==> config.mk <==
export PLATFORM = sky130hd
export DESIGN_NAME = sch_mult
export DESIGN_NICKNAME = d
export VERILOG_FILES = /design/src/sch_mult.sv
export SDC_FILE = /design/constraint.sdc
export NUM_CORES = 2
export LEC_CHECK = 0
export ABC_AREA = 0
export ABC_CLOCK_PERIOD_IN_PS = 7200
export BUFFER_PORTS_ARGS = -buffer_cell sky130_fd_sc_hd__buf_2
export CAP_MARGIN = 20
export CORE_UTILIZATION = 57
export CTS_CLUSTER_DIAMETER = 40
export CTS_CLUSTER_SIZE = 25
export DETAILED_ROUTE_END_ITERATION = 12
export GPL_TIMING_DRIVEN = 0
export PLACE_DENSITY = 0.83
export SYNTH_ARGS = -nofsm -noshare
export SYNTH_HDL_FRONTEND = slang
export SYNTH_SLANG_ARGS = --single-unit
==> constraint.sdc <==
create_clock -name i_clk -period 7.2 [get_ports i_clk]
set_input_delay 0.72 -clock i_clk [delete_from_list [all_inputs] [get_ports i_clk]]
set_output_delay 0.72 -clock i_clk [all_outputs]
set_load 0.01 [all_outputs]
==> src/sch_mult.sv <==
// two stage unsigned multiplier built from four half width partial products
`default_nettype none
module sch_mult #(
    parameter int W = 32
) (
    input  wire logic           i_clk,
    input  wire logic [W-1:0]   i_a,
    input  wire logic [W-1:0]   i_b,
    output logic [2*W-1:0]      o_p
);
    localparam int LO = W / 2;
    localparam int HI = W - LO;

    logic [2*LO-1:0]    r_ll;
    logic [LO+HI-1:0]   r_lh;
    logic [LO+HI-1:0]   r_hl;
    logic [2*HI-1:0]    r_hh;
    logic [LO+HI:0]     mid;

    always_ff @(posedge i_clk) begin
        r_ll <= (2*LO)'(i_a[LO-1:0]) * (2*LO)'(i_b[LO-1:0]);
        r_lh <= (LO+HI)'(i_a[LO-1:0]) * (LO+HI)'(i_b[W-1:LO]);
        r_hl <= (LO+HI)'(i_a[W-1:LO]) * (LO+HI)'(i_b[LO-1:0]);
        r_hh <= (2*HI)'(i_a[W-1:LO]) * (2*HI)'(i_b[W-1:LO]);
    end

    assign mid = (LO+HI+1)'(r_lh) + (LO+HI+1)'(r_hl);

    always_ff @(posedge i_clk) begin
        o_p <= {r_hh, r_ll} + ((2*W)'(mid) << LO);
    end
endmodule
`default_nettype wire

# After elaboration in Yosys (flattened, before gate mapping)
# Cells that the tools add are included.
classes:
  n_addsub: 2
  mul: 4
ops:
  columns: ["operator", "n"]
  rows:
  - ["$mul 16x16->32", 4]
  - ["$add 64x49->64", 1]
  - ["$add 32x32->33", 1]
totals:
  register_bits: 192
  in_bits: 65
  output_inout_bits: 64
  word_cells: 11

# Logic depth before layout (Yosys ltp)
logic_depth:
  depth_word: 2
  ltp_mapped: 24
  ltp_nobuf: 22

# Worst setup path after synthesis
# OpenSTA, ideal clock, no wires.
synth_path:
  path_kind: "input -> register"
  from: "input port i_b[1]"
  to: "register r_ll[31]"
  setup_ns: 0.123
  t_arrival_ns: 6.229
  required_time_ns: 7.077
  path_slack_ns: 0.848
  cell_stages: 21
  path_buffers: 1
  path_cell_list: "clkbuf_1 -> nand2_1 -> fa_1 -> fa_1 -> fa_1 -> fa_1 -> inv_1 -> fa_1 -> inv_1 -> fa_1 -> inv_1 -> ha_1 -> nand3_1 -> or3b_1 -> o21a_2 -> o21ai_2 -> a221o_1 -> a211oi_2 -> o41ai_2 -> a221oi_2 -> xnor2_1"
synth_via:
  elab_chain_len: 1
synth_lines:
  columns: ["item", "line_no", "source"]
  rows:
  - ["from (decl)", "8", "input wire logic [W-1:0] i_b,"]
  - ["$mul 16x16->32", "21", "r_ll <= (2*LO)'(i_a[LO-1:0]) * (2*LO)'(i_b[LO-1:0]);"]
  - ["to (signal assigned)", "21", null]
  - ["to (decl)", "14", "logic [2*LO-1:0] r_ll;"]
# Every way passes these cells.

# Worst setup path after layout
layout_path:
  from: "input port i_a[5]"
  to: "register r_ll[29]"
layout_via:
  elab_chain_len: 1
layout_lines:
  columns: ["item", "line_no", "source"]
  rows:
  - ["from (decl)", "7", "input wire logic [W-1:0] i_a,"]
  - ["$mul 16x16->32", "21", null]
# Every way passes these cells.

==> reports/metrics.yaml <==
detailed_routing:
  ant_nets: 0
  vias: 33087
  dr.pass1.iters: 6
  viasPerCell: 5.81
  drc: 0
  drt_wl_total_um: 129000
  drtIter0Drc: 3303
  wire_per_inst_um: 22.6
clock_network:
  cts.sinks: 192
  hold_buffers: 0
  htree_num_levels: 4
  cts_buffers: 17
  cts_tree: "done"
  ctsRootBufferMaster: "clkbuf_16"
  insertion_delay_ns: 0.52
  clockBufferDepth: 2
  clk_pin_slew_ns: 0.08
sta:
  grt_setup_unrepaired: "true"
  fmax_mhz: 140
  hold_slack_ns: 0.326
  period_share: 0.992
  min_period_ns: 7.14
  drv_slew: 0
  fin_skew_ns: 0.0533
  setup_violations: 0
  worst_slew_pin_slew_ns: 1.13
  final_hold_viol_count: 0
  layout_setup_ws_ns: 0.0601
  relSlewSlack: 0.245
place:
  place_ws_ns: -0.469
  globalplace.congestion: 1.04
  dp_hpwl_um: 105000
  io_buffers: 128
floorplan:
  die_x_um: 270
  die-area_sq_um: 73100
  die_h_um: 270
  coreArea_sq_um: 71400
  initial_core_util: 0.575
  ios: 129
  rows: 98
global_routing:
  grt_pass1_vias: 34433
  gr-usage-all-layers: 0.361
  grt_pass1_wl_um: 197000
  grt_max_degree: 21
  grt_remaining_overflow: 0
  antenna_found_initial: 13
synth:
  synth.cell_area_sq_um: 41100
  synth_warnings: 0
  synth_seq_cells: 192
  avgSynthCellArea_sq_um: 8.96
  ys.flop_type: "dfxtp_1"
  async_reset_ff_frac: 0
  synth_edf_count: 0
  synth_cell_types: 73
  seq_area_frac_synth: 0.0936
  syn_nets: 5908
  synthCells: 4584
worst_hold_path:
  hold_path.startpoint: "r_ll[10]"
  worstHoldEndpoint: "o_p[10]"
  hp-class: "flip-flop to flip-flop"
  hold_depth: 0
critical_path:
  crit_path_start_kind: "input pin"
  crit_type: "input pin to flip-flop"
  max_stage_delay_ns: 0.66
  ff2ff_path_depth: 18
  worstPathCellList: "buf_2 -> clkbuf_1 -> and2_1 -> fa_1 -> inv_1 -> fa_1 -> fa_1 -> fa_1 -> inv_1 -> fa_1 -> inv_1 -> fa_1 -> inv_1 -> ha_1 -> nand3_1 -> or3b_1 -> o211ai_1 -> a31oi_1 -> o21ai_1 -> nand2_1 -> a221oi_1 -> a221oi_1 -> xnor2_1"
  critPathCaptureType: "flip-flop"
  worstPathMaxFanout: 10
  cp_data_arrival_time_ns: 7.52
  crit_required_ns: 7.58
  r2r-end: "o_p[63]"
  r2r_start: "r_lh[4]"
  crit_top_cell: "fa_1"
  cp_slowest_cell: "clkbuf_1"
  regToRegSetupSlack_ns: 1.68
finish:
  nets: 6053
  synthToLayoutAreaGrowth_pct: 6.10
  post_route_cells_drive_above_1_share: 0.0439
status:
  run_status: "complete, no violations"
run:
  maxCapViolations: 0
critical path, delay by kind of cell:
family,cells,cell delay (ns)
and+or+nand+nor,4,0.88
adders and majority gates,7,3.20
xor gates and xnor gates,1,0.27
AOI/OAI and AO/OA,5,1.38
buffers and inverters,6,1.06
layout by cell type (no fill, tap or decap), types with 10 or more instances in the layout:
cell type / count
a21o_1: 97
a21oi_1: 150
a31oi_1: 21
and2_1: 496
and3_1: 16
buf_2: 129
clkbuf_1: 185
clkbuf_16: 17
clkbuf_2: 21
dfxtp_1: 192
fa_1: 778
ha_1: 481
inv_1: 948
nand2_1: 611
nand3_1: 42
nand4_1: 20
nor2_1: 56
nor2b_1: 12
nor3_1: 19
o211ai_1: 10
o21a_1: 17
o21ai_0: 39
o21ai_1: 27
o21bai_1: 23
xnor2_1: 128
xor2_1: 57
state kept, by name, indices dropped and copies added, names as in the netlist:
| name | count |
|---|---|
| o_p | 64 |
| r_hh | 32 |
| r_hl | 32 |
| r_lh | 32 |
| r_ll | 32 |
repair_timing:
item / 4_1_cts / 5_1_grt
gates resized for setup: 0 / 67
setup endpoints to repair: 0 / 21
setup buffers: 0 / 0
how the worst max path moves through the flow:
stage | from | end | slack [ns] | cells after the start
global route | i_b[4] | r_ll[29] | -0.14 | 23
floorplan | i_b[1] | r_ll[31] | 0.85 | 21
global placement | i_a[10] | r_ll[29] | -0.39 | 22
finish | i_a[5] | r_ll[29] | 0.06 | 23
detailed placement | i_a[10] | r_ll[29] | -0.47 | 22
CTS | i_a[10] | r_ll[29] | 0.03 | 22
kinds of logic (layout without fill, tap and decap cells):
group,Yosys count,in the layout,share of synthesized area
mux,1,1,0.000244
flops,192,192,0.0936
buf+inv,1162,1320,0.106
compound gates,474,474,0.0764
other cells,0,7,0
fa+ha+maj,1259,1259,0.526
simple gates,1309,1309,0.158
xor+xnor,187,187,0.0399
area by class of cell:
type                       count  area [sq um]
antenna                        7          17.5
buffer                       212           848
clock buffer                  17           425
clock inverter                15           170
fill                        6078         27800
inverter                     948          3560
multi-input combinational   3230         32900
sequential                   192          3840
tap                          950          1190
timing repair buffer         128           641
through the flow:
stage / TNS [ns] / utilization / instance area (sq um) / std cells
5_1_grt: -0.158 / 0.610 / 43600 / 5696
2_1_floorplan: 0 / - / 41100 / 4584
3_3_place_gp: -3.80 / 0.601 / 42900 / 5662
4_1_cts: 0 / 0.609 / 43500 / 5694
6_report: 0 / 0.611 / 43600 / 5699
3_5_place_dp: -5.55 / 0.601 / 42900 / 5662
layer usage:
| metal | up-vias | track usage | wire, um |
|---|---|---|---|
| li1 | 14263 | - | - |
| met1 | 16154 | 0.443 | 47200 |
| met2 | 2095 | 0.539 | 54500 |
| met3 | 559 | 0.128 | 17300 |
| met4 | 16 | 0.231 | 9430 |
| met5 | - | 0 | 182 |
Yosys cell counts (20+ instances only):
cell | instances | area, sq um
ha_1 | 481 | 6020
nand4_1 | 20 | 125
a31oi_1 | 21 | 131
a21oi_1 | 150 | 751
fa_1 | 778 | 15600
nand2_1 | 611 | 2290
o21ai_0 | 39 | 195
o21ai_1 | 27 | 135
nand3_1 | 42 | 210
xnor2_1 | 130 | 1140
and2_1 | 496 | 3100
inv_1 | 948 | 3560
xor2_1 | 57 | 499
a21o_1 | 97 | 728
nor2_1 | 56 | 210
dfxtp_1 | 192 | 3840
o21bai_1 | 23 | 173
clkbuf_1 | 212 | 796
Power is not shown: default switching activity piles up to over one toggle a cycle in this logic, so the estimate is an artifact.
