$ cat src/sch_sqrt.sv
// pipelined integer square root, one result bit per stage
`default_nettype none
module sch_sqrt #(
    parameter int OW = 32
) (
    input  wire logic            i_clk,
    input  wire logic [2*OW-1:0] i_n,
    output logic [OW-1:0]        o_root
);
    localparam int IW = 2 * OW;
    localparam int RW = OW + 2;

    logic [RW-1:0] r_rem  [OW];
    logic [OW-1:0] r_root [OW];
    logic [IW-1:0] r_n    [OW];

    for (genvar k = 0; k < OW; k++) begin : g_stage
        logic [RW-1:0] p_rem;
        logic [OW-1:0] p_root;
        logic [IW-1:0] p_n;
        logic [RW-1:0] rem_sh;
        logic [RW-1:0] trial;

        if (k == 0) begin : g_first
            assign p_rem  = '0;
            assign p_root = '0;
            assign p_n    = i_n;
        end else begin : g_next
            assign p_rem  = r_rem[k-1];
            assign p_root = r_root[k-1];
            assign p_n    = r_n[k-1];
        end

        assign rem_sh = {p_rem[RW-3:0], p_n[IW-1:IW-2]};
        assign trial  = {p_root, 2'b01};

        always_ff @(posedge i_clk) begin
            r_n[k] <= p_n << 2;
            if (rem_sh >= trial) begin
                r_rem[k]  <= rem_sh - trial;
                r_root[k] <= {p_root[OW-2:0], 1'b1};
            end else begin
                r_rem[k]  <= rem_sh;
                r_root[k] <= {p_root[OW-2:0], 1'b0};
            end
        end
    end

    assign o_root = r_root[OW-1];
endmodule
`default_nettype wire

$ cat config.mk
export PLATFORM = sky130hd
export DESIGN_NAME = sch_sqrt
export DESIGN_NICKNAME = d
export VERILOG_FILES = /design/src/sch_sqrt.sv
export SDC_FILE = /design/constraint.sdc
export NUM_CORES = 2
export LEC_CHECK = 0
export BUFFER_PORTS_ARGS = -buffer_cell sky130_fd_sc_hd__clkbuf_2
export CELL_PAD_IN_SITES_DETAIL_PLACEMENT = 2
export CELL_PAD_IN_SITES_GLOBAL_PLACEMENT = 2
export CORE_ASPECT_RATIO = 1.1
export CORE_MARGIN = 3
export CORE_UTILIZATION = 37
export CTS_CLUSTER_SIZE = 10
export DETAILED_ROUTE_END_ITERATION = 8
export MAX_ROUTING_LAYER = met4
export PLACE_DENSITY = 0.75
export SYNTH_ARGS = -nofsm -noshare
export SYNTH_HDL_FRONTEND = slang
export SYNTH_MEMORY_MAX_BITS = 65536
export SYNTH_SLANG_ARGS = --single-unit
$ cat constraint.sdc
create_clock -name i_clk -period 3.45 [get_ports i_clk]
set_clock_uncertainty 0.2 [all_clocks]
set_input_delay 0.1725 -clock i_clk [delete_from_list [all_inputs] [get_ports i_clk]]
set_output_delay 0.1725 -clock i_clk [all_outputs]
set_load 0.005 [all_outputs]
-- Word level (Yosys, flattened, before mapping)
Memory sizes are Yosys's and may differ from the RTL's.
Cells that the tools add are included.
- input bits: 65
- flip-flop bits (word level): 0
- output and inout bits: 32
- memories: 3
- bits in writable memories: 4096
- logic and storage cells: 291
- memory list (memory ; words ; width ; read ports ; clocked after memory_dff ; write ports ; line ; text):
    r_n ; 32 ; 62 ; 31 ; 0 ; 32 ; 15 ; logic [IW-1:0] r_n [OW];
    r_rem ; 32 ; 34 ; 31 ; 0 ; 32 ; 13 ; logic [RW-1:0] r_rem [OW];
    r_root ; 32 ; 32 ; 32 ; 0 ; 32 ; 14 ; logic [OW-1:0] r_root [OW];
- add/sub/neg operators: 32
- muxes and demuxes: 160
- $lt $le $gt $ge: 32
- bitwise gates (word level): 64
- operator list (cell ; number):
    two-way mux 34 bit ; 32
    >= comparator 34 bit ; 31
    subtractor 34 bit ; 31
    two-way mux 32 bit ; 32
    two-way mux 1 bit ; 96
    OR 1 bit ; 64
    subtractor 2 x 1 -> 3 bit, second input constant ; 1
    >= comparator 2 x 1 -> 1 bit, second input constant ; 1

-- Longest topological paths before layout
An unclocked memory read counts as a cell.
- depth after elaboration: 5
- mapped depth: 14
- gate-level depth less buffers: 13

-- Worst setup path before layout
OpenSTA, ideal clock, no wires.
- path kind: reg-to-reg
- start point: mem r_root[23][1], in the netlist r_root[1][225]
- end point: mem r_rem[1][297] in the netlist's numbering
- arrival time: 3134 ps
- stages on the path, launching flop included: 13
- data required time: 3127 ps
- buffers on the path: 0
- library setup time: 123 ps
- period minus slack after synthesis: 3457 ps
- slack: -7 ps
- cells stage by stage: dfxtp_1 inv_1 ha_1 or3_1 o221a_2 a41o_1 a221oi_1 a2111oi_0 a211o_1 a2111oi_0 nor3_1 xnor2_1 mux2_1
- RTL lines (what ; line):
    start: declaration ; 14
    end: declaration ; 13

==> metrics.md <==
| Metric | Value |
|---|---|
| Synth Cell Area | 88870 um^2 |
| First-pass GRT wire length | 409.0 mm |
| M3 GR Usage | 2.634% |
| # port buffers | 96 |
| Power, Total | 80.77 mW |
| Yosys warning count | 0 |
| CP delay by family, top | compound AO/OA/AOI/OAI gates |
| P&R area growth vs syn | 21.10% |
| Slew @ Worst Pin | 0.7255 ns |
| Startpoint types | flop |
| Clock sink count | 2465 |
| Die Span Y | 520 um |
| Worst Path Buf+Inv | 2 |
| Final Cell Area | 107600 um^2 |
| GRT Util Overall | 21.23% |
| Vias | 64448 |
| CTS Buf Count | 297 |
| Met2 Resource Use GR | 40.66% |
| Cell taking the most area after synthesis | dfxtp_1 |
| CP max stage delay | 0.39 ns |
| Row count | 188 |
| Root buffer cell | clkbuf_16 |
| Core outline area | 238800 um^2 |
| Fill count | 24651 |
| GRT Residual Overflow | 0 |
| Die area | 246100 um^2 |
| CP Data Required Time | 4.04 ns |
| Max Buffers Root-to-Sink | 4 |
| Share of layout cells above drive strength 1 | 13.32% |
| Antenna Nets Post-Route | 0 |
| Max Fanout on Critical Path | 11 |
| Fin worst setup slack | 0.03115 ns |
| Worst skew pair latency | 0.86 ns |
| Leak Pwr | 50.27 nW |
| WHS | 0.1016 ns |
| Flops & latches, synth | 2465 |
| Yosys cell types | 90 |
| Initial antenna violation count | 5 |
| Most common flop cell mapped by yosys | dfxtp_1 |
| Max-cap check violation count | 0 |
| Post-synth ARST share | 0% |
| Setup violators final | 0 |
| Chip Width | 473.3 um |
| Syn Nets | 9352 |
| Gr busiest metal | met2 |
| Wirelength per Cell | 20.44 um |
| Post-synthesis sequential area ratio | 55.53% |
| DRC errors left | 0 |
| Vias in the first global route | 72899 |
| I/O Pins | 97 |
| Critical path cell sequence | inv_1 -> ha_1 -> o21a_1 -> o31a_1 -> o41a_1 -> o2111ai_2 -> o21ai_2 -> a21o_1 -> nand2_1 -> a22o_2 -> buf_6 -> a221oi_1 -> a32o_2 |
| EDFF count, synth | 0 |
| Mean area per synthesized cell | 10.18 um^2 |
| DR iter-0 viols | 2252 |
| Most common cell after layout, fill and taps aside | dfxtp_1 |
| HPWL after DPL | 184.6 mm |
| Worst vdd ir | 0.4227 mV |
| Slowest CP cell | dfxtp_2 |
| RePlAce Congestion | 0.8634 |
| F_max | 0.2925 GHz |
| Max-slew violation count | 0 |
| Synth Instances | 8726 |
| Outcome | finished, final reports clean |
| Synth top area share | 55.53% |
| Final Cycle Share | 99.10% |
| Grt met1 use | 22.23% |
| TritonCTS clock tree | done |
| Max_slew headroom | 50.38% |
| PD cells | 750.5 nW/um^2 |
| Largest net degree at the start of global routing | 55 |
| Commonest non-fill, non-tap cells in the layout | 2437 x dfxtp_1, 707 x inv_1, 682 x nand2_1 |
| Placed Area | 95970 um^2 |
| Nets | 10167 |
| Worst Hold Class | flop to flop |
| 1st-pass router iterations | 7 |
| Routed wire length | 261.0 mm |
| Worst EP arrival | 4.01 ns |
| RSZ-0062 raised after global routing | yes |
| Crit end category | flop |
| Placement Setup Slack | -0.2717 ns |
| Clock slew at reported path FFs | 0.06 ns |
| DR vias/cell | 5.049 |
| Starting density of the core | 37.22% |
| Setup TNS | 0 ns |
| Hold Vio Cnt, Final | 0 |
| Top post-synthesis cells by area | dfxtp_1 56%, ha_1 7.9%, xor2_1 4.3%, xnor2_1 3.4%, o21ai_0 3.0% |
| Setup CP Type | flop to flop |
| Minimum clock period | 3.419 ns |
| H-tree levels | 5 |
-- synth_stat cells (all sizes together), types with 49 or more instances --
master     n
a211oi    50
a21o     221
a21oi    454
a31oi     49
clkbuf   156
dfxtp   2465
ha       561
inv      712
nand2    689
nand2b    98
nand3    122
nand4     89
nor2     472
nor2b     62
nor3     232
nor4     100
o21a     101
o21ai    561
o21bai    54
o31ai     70
or3      109
xnor2    341
xor2     432
-- flip-flops by register name, indices dropped and copies added, names as in the netlist --
| name | flops |
|---|---|
| r_root | 528 |
| r_rem | 945 |
| r_n | 992 |
-- kinds of logic after synthesis --
group                    Yosys count  share of synthesized area, %
AO/OA/AOI/OAI                   1789                         12.50
XOR/XNOR                         773                         7.618
adder cells (fa/ha/maj)          561                         7.899
buffers and inverters            878                         3.720
flip-flops                      2465                         55.53
multiplexers                      50                        0.6209
other                              1                      0.004220
AND/OR/NAND/NOR                 2209                         12.11
-- report_power, final --
part	total (mW)	internal (mW)	leakage [nW]	switching, mW
clock network	27.7	16.2	4.04	11.5
registers	37.4	33.4	20.6	4.06
logic	15.7	6.81	25.6	8.85
-- worst register-to-register path, delay by kind of cell, from the launching register on --
family          cells  cell delay [ns]
simple gates        1             0.10
buf+inv             2             0.22
flops               1             0.39
fa+ha+maj           1             0.32
compound gates      9             2.14
-- per-stage QoR --
| step | utilization [%] | cells |
|---|---|---|
| 3_3_place_gp | 40.20 | 12198 |
| 4_1_cts | 44.37 | 12723 |
| 2_1_floorplan | - | 8726 |
| 3_5_place_dp | 40.20 | 12198 |
| 5_1_grt | 45.07 | 12764 |
| 6_report | 45.08 | 12765 |
-- worst paths after layout --
check | startpoint | slack (ns) | cells after the start | end
hold / removal | r_n[0][584] | 0.10 | 0 | r_n[0][648]
hold reg to reg | r_n[0][584] | 0.10 | 0 | r_n[0][648]
setup reg to reg | r_root[1][418] | 0.03 | 13 | r_rem[1][507]
setup / recovery | r_root[1][418] | 0.03 | 13 | r_rem[1][507]
-- repair_timing --
action / 4_1_cts / 5_1_grt
endpoints found under the hold margin: 65 / 0
hold buffers: 129 / 0
endpoints found under the setup margin: 162 / 412
gates resized for setup: 78 / 291
pin swaps: 18 / 97
buffers inserted: 10 / 38
cloned: 0 / 3
-- cell type report --
cell class                      instances  area (um^2)  area share, %
Clock buffer                          364         7959          7.395
Antenna cell                            2        5.005       0.004650
Tap cell                             3135         3923          3.645
Sequential cell                      2465        49380          45.89
Multi-Input combinational cell       5383        37790          35.12
Timing Repair Buffer                  682         5564          5.170
Clock inverter                         22        314.1         0.2918
Inverter                              712         2676          2.487
-- routing by layer --
| metal | vias up | wire length (um) |
|---|---|---|
| met3 | 514 | 6522 |
| met2 | 810 | 143600 |
| met4 | 0 | 8664 |
| li1 | 31205 | - |
| met1 | 31919 | 102200 |
| met5 | - | 0 |
(Power assumes the default switching activity.)
