**src/sch_delay.sv**
```systemverilog
// fixed length register delay line for payload alignment
`default_nettype none
module sch_delay #(
    parameter int W = 8,
    parameter int N = 2
) (
    input  wire logic         i_clk,
    input  wire logic [W-1:0] i_d,
    output logic [W-1:0]      o_q
);
    logic [W-1:0] r_d [N];

    always_ff @(posedge i_clk) begin
        r_d[0] <= i_d;
        for (int k = 1; k < N; k++) begin
            r_d[k] <= r_d[k-1];
        end
    end

    assign o_q = r_d[N-1];
endmodule
`default_nettype wire

```
**config.mk**
```make
export PLATFORM = sky130hd
export DESIGN_NAME = sch_delay
export DESIGN_NICKNAME = d
export VERILOG_FILES = /design/src/sch_delay.sv
export SDC_FILE = /design/constraint.sdc
export NUM_CORES = 1
export LEC_CHECK = 0
export ABC_AREA = 1
export ABC_CLOCK_PERIOD_IN_PS = 1100
export BUFFER_PORTS_ARGS = -buffer_cell sky130_fd_sc_hd__buf_2
export CORE_AREA = 2 2 39 41
export DETAILED_ROUTE_END_ITERATION = 12
export DIE_AREA = 0 0 41 43
export PLACE_DENSITY = 0.64
export SYNTH_ARGS = -nofsm -noshare
export SYNTH_HDL_FRONTEND = slang
export SYNTH_SLANG_ARGS = --single-unit
```
**constraint.sdc**
```tcl
create_clock -name i_clk -period 1.1 [get_ports i_clk]
set_clock_uncertainty 0.1 [all_clocks]
set_input_delay 0.055 -clock i_clk [delete_from_list [all_inputs] [get_ports i_clk]]
set_output_delay 0.055 -clock i_clk [all_outputs]
set_load 0.005 [all_outputs]
```
After elaboration in Yosys (flattened, before gate mapping)
Memory sizes are Yosys's and may differ from the RTL's. Cells that the tools add are included.

Register bits after elaboration: 0. Latch bits: 0. Bits in writable memories: 16. ROM bits: 0. Input bits: 9. Output and inout port bits: 8. Logic and storage cells: 1. Memories: 1.

Add/subtract/negate cells: 0. $mul: 0. Div/mod/pow operators: 0. Magnitude comparators: 0. Equality and inequality tests: 0. Shift-type cells: 0. Mux-type cells: 0. Bitwise logic cells: 0. Reduce and logical (&&, ||, !) cells: 0.

Memories: r_d (depth 2, width 8, read ports 2, clocked after memory_dff 0, wr ports 2, line 11) `logic [W-1:0] r_d [N];`.

Logic depth before layout (Yosys ltp)
Gate-level depths: netlist of run 1.

Depth after elaboration: 0. Mapped depth: 1. Mapped depth without buffers: 0.

Worst setup path before layout of run 1
No wires, ideal clock.

Path kind: reg-to-output. Start: mem r_d[1][0] (netlist: r_d[0][8]). End: out o_q[0]. Arrival time: 0.393 ns. Data required time: 0.945 ns. Path slack: 0.552 ns. Stages on the path, launching flop included: 2. Cell sequence: dfxtp_1 buf_4.

RTL lines: from (decl) (line 11); to (decl) (line 9) `output logic [W-1:0] o_q`.

==> results of run 1 <==
==> layout by cell type (no fill, tap or decap) <==
cell type	n
dfxtp_1	16
buf_2	16
dlygate4sd3_1	8
clkbuf_4	3
==> kinds of logic (layout without fill, tap and decap cells) <==
family,count (synthesis),in the layout,synth area share [%]
flops,16,16,84.2
buf+inv,8,27,15.8
==> per-stage QoR <==
step                utilization, %  hold slack [ns]  cell area, um^2  power (mW)
floorplan                        -          -0.0173              380       0.652
global placement              30.4           0.0574              420       0.658
detailed placement            30.4           0.0586              420       0.660
CTS                           37.8            0.229              523       0.948
global route                  37.8            0.236              523       0.980
finish                        37.8            0.229              523       0.938
==> metal layers <==
metal / global-route usage (%) / vias to the layer above
li1: - / 103
met1: 5.35 / 76
met2: 5.94 / 15
met3: 3.14 / 2
met4: 10.0 / 0
met5: 0 / -
==> timing repair <==
action,4_1_cts,5_1_grt
hold endpoints to repair,8,0
gates resized for setup,0,0
hold buffers,8,0
==> power groups by stage <==
| stage | Sequential, mW | Clock (mW) | Combinational (mW) |
|---|---|---|---|
| floorplan | 0.628 | 0 | 0.0233 |
| global placement | 0.629 | 0 | 0.0295 |
| detailed placement | 0.629 | 0 | 0.0305 |
| CTS | 0.616 | 0.280 | 0.0517 |
| global route | 0.618 | 0.306 | 0.0560 |
| finish | 0.615 | 0.272 | 0.0514 |
==> cell type report <==
class | count | area [um^2]
well taps | 16 | 20.0
clock buffers | 3 | 22.5
fillers | 135 | 861
flip-flops and latches | 16 | 320
repair buffers | 24 | 160
==> path summary, 6_finish.rpt <==
path                                   startpoint                  to  slack (ns)  cells after the start
worst max-delay path            r_d[0][9]$_DFF_P_              o_q[1]        0.26                      1
worst min-delay path            r_d[0][0]$_DFF_P_   r_d[0][8]$_DFF_P_        0.23                      0
worst max register to register  r_d[0][3]$_DFF_P_  r_d[0][11]$_DFF_P_        0.61                      0
worst min register to register  r_d[0][0]$_DFF_P_   r_d[0][8]$_DFF_P_        0.23                      0
==> run metrics, run 1 <==
outcome finished, final reports clean; Synth Area per Inst between 15 and 20 um^2; number of global-route vias before repair approximately 160; Post-Layout Cell Count 59; sequential share of the synthesized area between 80% and 90%; Cells after Synth 24; max reg flops 16; largest stage delay on the critical path 0.30 ns; clk slew on worst S/H paths roughly 0.080 ns; Area growth, synth to finish 37.5%; largest net degree at the start of global routing 9; Crit path max-delay family flip-flops; DR top layer met4; Die Height approximately 43 um; Max Fclk about 1200 MHz; Slew headroom 94.9%; post-route antenna net violation count 0; Ports 17; via count roughly 200; most instantiated library cell after synthesis dfxtp_1; switching part of the total 17.5%; Synth area leaders dfxtp_1 (84%), buf_4 (16%); initial antenna violation count 0; Skew-Pair Late Insertion Delay approximately 0.27 ns; Pre-Repair DR Iteration Count 4; H-tree depth 1; Psw between 0.15 and 0.2 mW; top_reg_cell synth dfxtp_1; pin slew with the least headroom to its limit 0.0758 ns; met2 wire length between 150 and 200 um; count of final setup violators 0; first-pass GRT wire length between 500 and 600 um; minimum clock period between 0.8 and 0.9 ns; Tot GR Track Use between 5 and 6%; Worst Path Max Fanout 1; placer congestion estimate approximately 0.59; Root Driver clkbuf_4; post-synth top area share between 80% and 90%; worst-path cell chain buf_2; DRC Markers 0; Routed met3 length just over 50 um; Max Slew Vio Count 0; leak pwr 0.245 nW; leading area contributor after synthesis dfxtp_1; Post-CTS Setup Bufs 0; Num Clock Sinks 16; chip width 41 um; Num CTS Buffers 3; Hold Fails Final Rpt 0; maximum vdd drop 0.478 mV; Final Cycle Share around 76%; Core Rows 14; pre-CTS WS between 0.5 and 0.6 ns; setup TNS 0 ns; final WL ~420 um; Top Registers r_d (16); Seq pwr share 65.5%; PortBufs 16; # Max-Cap Violations 0; worst hold path class reg -> reg; Yosys warning total 0; P per Cell Area roughly 1800 nW/um^2; area occupied by multi-input gates 0 um^2; CP Buf/Inv Count 1; flop and latch count out of synthesis 16; most flop-heavy register r_d; initial cell density of the core ~27%; Post-synth EDFFs 0; top post-synthesis cells by count dfxtp_1 (16), buf_4 (8); FFs w/ async S/R, synth 0%; met1 WL about 190 um; CP arrival between 0.6 and 0.7 ns; internal power 0.774 mW; startpoint types register; Netlist cell types 2; clock power share approximately 29%; min setup slack post-route between 0.2 and 0.3 ns; Worst path slowest cell dfxtp_1; CTS Buffer Depth 2; diodes inserted 0; Req. time, crit path roughly 0.94 ns; RSZ-0062 raised after global routing no; Core Area between 1000 and 1500 um^2; WL/cell ~7.1 um; die area 1760 um^2; TritonCTS clock tree yes; Nets 54; CP Capture Type output pin; Comb pwr share 5.5%; Iteration-0 DRC Markers 2; Overflow after GRT 0; dpl cells 48; Syn Nets 33; comb_multi_in 0; Synth Cell Area between 300 and 400 um^2; vias per cell between 3 and 4; share of post-route cells with drive strength above 1 roughly 44%; Crit Path Class reg -> out
(Power assumes the default switching activity.)
==> inputs of run 2 (changes only) <==
--- a/config.mk
+++ b/config.mk
@@ -5,8 +5,8 @@
 export SDC_FILE = /design/constraint.sdc
 export NUM_CORES = 1
 export LEC_CHECK = 0
-export ABC_AREA = 1
-export ABC_CLOCK_PERIOD_IN_PS = 1100
+export ABC_AREA = 0
+export ABC_CLOCK_PERIOD_IN_PS = 800
 export BUFFER_PORTS_ARGS = -buffer_cell sky130_fd_sc_hd__buf_2
 export CORE_AREA = 2 2 39 41
 export DETAILED_ROUTE_END_ITERATION = 12
==> constraint.sdc (replaced) <==
create_clock -name i_clk -period 0.8 [get_ports i_clk]
set_clock_uncertainty 0.1 [all_clocks]
set_input_delay 0.04 -clock i_clk [delete_from_list [all_inputs] [get_ports i_clk]]
set_output_delay 0.04 -clock i_clk [all_outputs]
set_load 0.005 [all_outputs]
==> run metrics, run 2 (synthesis gave the netlist of run 1 again) <==
startpoint types register; minimum clock period ~0.83 ns; Crit Path Class reg -> out; internal power 1.06 mW (+38%); Iteration-0 DRC Markers 0 (-2); Comb pwr share 5.5% (about the same); clk slew on worst S/H paths 0.08 ns (about the same); most frequent cells in the layout buf_2 (16), dfxtp_1 (15), dlygate4sd3_1 (8), clkbuf_4 (3), dfxtp_2 (1); # Max-Cap Violations 0 (unchanged); commonest non-fill, non-tap cell in the layout buf_2; Overflow after GRT 0 (unchanged); CTS Buffer Depth 2 (unchanged); H-tree depth 1 (unchanged); die area 1760 um^2 (unchanged); Hold Fails Final Rpt 0 (unchanged); met3 usage 3.14% (unchanged); violated checks negative setup slack; worst-path cell chain buf_2; number of fill cells 137 (+1.5%); first-pass GRT wire length 545 um (unchanged); count of final setup violators 8 (+8); P per Cell Area 2460 nW/um^2 (+37%); PortBufs 16 (unchanged); via count 193 (-1.5%); comb_multi_in 0 (unchanged); Core Rows 14 (unchanged); placer congestion estimate 0.595 (about the same); Post-CTS Setup Bufs 0 (unchanged); hold_ws 0.229 ns (+0.000134 ns); Core Area 1380 um^2 (unchanged); Final Cycle Share 104%; Top Registers r_d (16); DRC Markers 0 (unchanged); CP arrival 0.69 ns (about the same); TritonCTS clock tree yes; initial cell density of the core 27.5% (unchanged); largest net degree at the start of global routing 9 (unchanged); Max Slew Vio Count 0 (unchanged); RSZ-0062 raised after global routing yes; switching part of the total 17.6% (+0.083 points); Num CTS Buffers 3 (unchanged); leak pwr 0.245 nW (about the same); pin slew with the least headroom to its limit 0.0765 ns (+0.000734 ns); Ports 17 (unchanged); most used routing layer met4; Worst Path Max Fanout 1 (unchanged); share of post-route cells with drive strength above 1 46.5% (+2.3 points); area occupied by multi-input gates 0 um^2 (unchanged); vias per cell 3.27 (-1.5%); Seq pwr share 65.5% (about the same); Crit path max-delay family flip-flops; Req. time, crit path 0.66 ns (-0.28 ns); sequential cell area 322 um^2 (+0.39%); Num Clock Sinks 16 (unchanged); chip width 41 um (unchanged); post-route antenna net violation count 0 (unchanged); outcome finished, violations left; final WL 424 um (+1.2%); Overall Power 1.29 mW (+38%); maximum vdd drop 0.659 mV (+38%); diodes inserted 0 (unchanged); CP Capture Type output pin; Nets 54 (unchanged); Worst path slowest cell dfxtp_2; routing usage on met2 5.94% (unchanged); Psw 0.227 mW (+38%); CP Buf/Inv Count 1 (unchanged); Util after Layout 37.9% (+0.090 points); Die Height 43 um (unchanged); Tot GR Track Use 5.69% (unchanged); met1 usage 5.35% (unchanged); most flop-heavy register r_d; max reg flops 16 (unchanged); min setup slack post-route -0.0344 ns (-0.296 ns); Skew-Pair Late Insertion Delay 0.27 ns (about the same); largest stage delay on the critical path 0.31 ns (about the same); Slew headroom 94.9% (about the same); Area growth, synth to finish 37.8%; number of global-route vias before repair 164 (unchanged); Pre-Repair DR Iteration Count 1 (-3); initial antenna violation count 0 (unchanged); Max Fclk 1200 MHz; Root Driver clkbuf_4; worst hold path class reg -> reg; clock power share 29.0% (about the same); WL/cell 7.19 um (+1.2%)
-- run 2: timing repair --
item / CTS / global route
endpoints found under the setup margin: 8 / 8
gates resized for setup: 0 / 1
hold buffers: 8 / 0
endpoints found under the hold margin: 8 / 0
-- run 2: final cells by class --
type / instances / area share, %
Timing Repair Buffer: 24 / 30.5
Sequential cell: 16 / 61.3
Tap cell: 16 / 3.82
Clock buffer: 3 / 4.30
-- run 2: path summary, 6_finish.rpt --
| path | from | endpoint | slack (ns) | cells after the start |
|---|---|---|---|---|
| worst max-delay path | r_d[0][13]$_DFF_P_ | o_q[5] | -0.03 | 1 |
| worst min-delay path | r_d[0][0]$_DFF_P_ | r_d[0][8]$_DFF_P_ | 0.23 | 0 |
| worst max register to register | r_d[0][5]$_DFF_P_ | r_d[0][13]$_DFF_P_ | 0.30 | 0 |
| worst min register to register | r_d[0][0]$_DFF_P_ | r_d[0][8]$_DFF_P_ | 0.23 | 0 |
-- run 2: power by group through the flow --
stage | Clock [mW] | Combinational [mW] | Sequential, mW
floorplan | 0 | 0.0321 | 0.864
global placement | 0 | 0.0405 | 0.864
detailed placement | 0 | 0.0419 | 0.865
CTS | 0.385 | 0.0711 | 0.846
global route | 0.418 | 0.0770 | 0.850
finish | 0.375 | 0.0706 | 0.846
-- run 2: stage by stage --
step | area, um^2 | TNS [ns] | cells | setup slack (ns)
finish | 524 | -0.175 | 59 | -0.0344
detailed placement | 420 | 0 | 48 | 0.269
global route | 524 | -0.484 | 59 | -0.0741
global placement | 420 | 0 | 48 | 0.273
CTS | 523 | -0.254 | 59 | -0.0344
floorplan | 380 | 0 | 24 | 0.267
-- run 2: metal layers --
metal,routed length (um),vias to the layer above
li1,-,103
met1,199,75
met2,162,13
met3,46,2
met4,15,0
met5,0,-
==> inputs of run 3 (changes only) <==
--- a/config.mk
+++ b/config.mk
@@ -8,10 +8,12 @@
 export ABC_AREA = 0
 export ABC_CLOCK_PERIOD_IN_PS = 800
 export BUFFER_PORTS_ARGS = -buffer_cell sky130_fd_sc_hd__buf_2
-export CORE_AREA = 2 2 39 41
+export CAP_MARGIN = 20
+export CELL_PAD_IN_SITES_DETAIL_PLACEMENT = 1
+export CELL_PAD_IN_SITES_GLOBAL_PLACEMENT = 2
+export CORE_UTILIZATION = 26
 export DETAILED_ROUTE_END_ITERATION = 12
-export DIE_AREA = 0 0 41 43
-export PLACE_DENSITY = 0.64
+export PLACE_DENSITY = 0.81
 export SYNTH_ARGS = -nofsm -noshare
 export SYNTH_HDL_FRONTEND = slang
 export SYNTH_SLANG_ARGS = --single-unit
==> run metrics, run 3 (synthesis gave the netlist of run 1 again) <==
outcome finished, violations left; violated checks negative setup slack; via count 195 (+1.0%); WL/cell 8.21 um (+14%); Tot GR Track Use 8.19% (+2.5 points); met1 WL 196 um (-1.5%); final WL 476 um (+12%); comb_multi_in 0 (unchanged); Crit Path Class reg -> out; diodes inserted 0 (unchanged); clk slew on worst S/H paths 0.08 ns (about the same); dpl cells 47 (-2.1%); share of post-route cells with drive strength above 1 46.5% (unchanged); Final Cycle Share 104% (about the same); clock power share 29.1% (about the same); DRC Markers 0 (unchanged); Psw 0.231 mW (+1.9%); internal power 1.07 mW (+0.28%); Top Registers r_d (16); vias per cell 3.36 (+2.8%); RR Startpoint r_d[0][1]$_DFF_P_; post-route antenna net violation count 0 (unchanged); met2 wire length 253 um (+56%); Worst Path Max Fanout 1 (unchanged); RSZ-0062 raised after global routing yes; Pre-Repair DR Iteration Count 3 (+2); Max Slew Vio Count 0 (unchanged); worst-path cell chain buf_6; initial antenna violation count 0 (unchanged); area occupied by multi-input gates 0 um^2 (unchanged); count of final setup violators 8 (unchanged); TritonCTS clock tree yes; max reg flops 16 (unchanged); die area 1620 um^2 (-8.1%); most flop-heavy register r_d; chip width 40.3 um (-1.8%); Hold Crit Start r_d[0][3]$_DFF_P_; switching part of the total 17.8% (+0.23 points); pin slew with the least headroom to its limit 0.0775 ns (+0.000971 ns); Max Fclk 1200 MHz (about the same); Die Height 40.3 um (-6.4%); Comb pwr share 5.7% (+0.2 points); Overflow after GRT 0 (unchanged); # Max-Cap Violations 0 (unchanged); Core Rows 13 (-1); leak pwr 0.247 nW (+0.86%); Ports 17 (unchanged); most frequent cells in the layout buf_2 (15), dfxtp_1 (15), dlygate4sd3_1 (8), clkbuf_4 (3); CTS Buffer Depth 2 (unchanged); Slew headroom 94.8% (about the same); Post-CTS Setup Bufs 0 (unchanged); Iteration-0 DRC Markers 2 (+2); startpoint types register; Area growth, synth to finish 39.1%; largest stage delay on the critical path 0.32 ns (about the same); H-tree depth 1 (unchanged); Worst path slowest cell dfxtp_2; Core Area 1330 um^2 (-3.6%); min setup slack post-route -0.0340 ns (+0.000376 ns); PortBufs 16 (unchanged); Hold Fails Final Rpt 0 (unchanged); DR top layer met3; Num CTS Buffers 3 (unchanged); placer congestion estimate 0.529 (-11%); Setup crit start r_d[0][8]$_DFF_P_; Req. time, crit path 0.66 ns (about the same); initial cell density of the core 28.5% (+1.0 points); CP Buf/Inv Count 1 (unchanged); P per Cell Area 2450 nW/um^2 (-0.39%); worst hold path class reg -> reg; largest net degree at the start of global routing 9 (unchanged); Post-Layout Cell Count 58 (-1.7%); Num Clock Sinks 16 (unchanged); maximum vdd drop 0.650 mV (-1.3%); Nets 54 (unchanged); Routed met3 length 26 um (-43%); CP arrival 0.69 ns (about the same); Root Driver clkbuf_4; Crit path max-delay family flip-flops; number of global-route vias before repair 168 (+2.4%); Seq pwr share 65.2% (-0.3 points); minimum clock period 0.834 ns (-0.000376 ns); CP Capture Type output pin; first-pass GRT wire length 731 um (+34%); Skew-Pair Late Insertion Delay 0.27 ns (about the same); hold_ws 0.230 ns (+0.000797 ns)
run 3: per-layer routing:
metal / vias up / GRT usage, %
li1: 102 / -
met1: 86 / 8.81
met2: 7 / 9.68
met3: 0 / 1.67
met4: 0 / 15.0
met5: - / 0
run 3: cell type report:
type                    count  area, um^2
fillers                   153         805
flip-flops and latches     16         322
repair buffers             24         166
clock buffers               3        22.5
well taps                  15        18.8
run 3: final timing paths:
| path | endpoint | slack (ns) | cells after the start |
|---|---|---|---|
| max | o_q[0] | -0.03 | 1 |
| min | r_d[0][11]$_DFF_P_ | 0.23 | 0 |
| max reg2reg | r_d[0][9]$_DFF_P_ | 0.30 | 0 |
| min reg2reg | r_d[0][11]$_DFF_P_ | 0.23 | 0 |
run 3: metrics by stage:
| stage | instance area (um^2) | worst slack (ns) | TNS, ns | power (mW) | util (%) |
|---|---|---|---|---|---|
| floorplan | 380 | 0.267 | 0 | 0.896 | - |
| global placement | 419 | 0.274 | 0 | 0.903 | 31.4 |
| detailed placement | 419 | 0.268 | 0 | 0.908 | 31.4 |
| CTS | 522 | -0.0454 | -0.299 | 1.32 | 39.1 |
| global route | 529 | -0.0710 | -0.511 | 1.36 | 39.7 |
| finish | 529 | -0.0340 | -0.171 | 1.30 | 39.7 |
run 3: what timing repair did:
action / 4_1_cts / 5_1_grt
hold buffers: 8 / 0
hold endpoints to repair: 8 / 0
setup endpoints to repair: 8 / 8
gates resized for setup: 0 / 2
run 3: power groups by stage:
stage	sequential [mW]	clock [mW]	combinational, mW
after floorplan	0.864	0	0.0321
after global placement	0.864	0	0.0395
after detailed placement	0.866	0	0.0417
after CTS	0.847	0.402	0.0712
after global routing	0.852	0.427	0.0834
final	0.847	0.378	0.0739
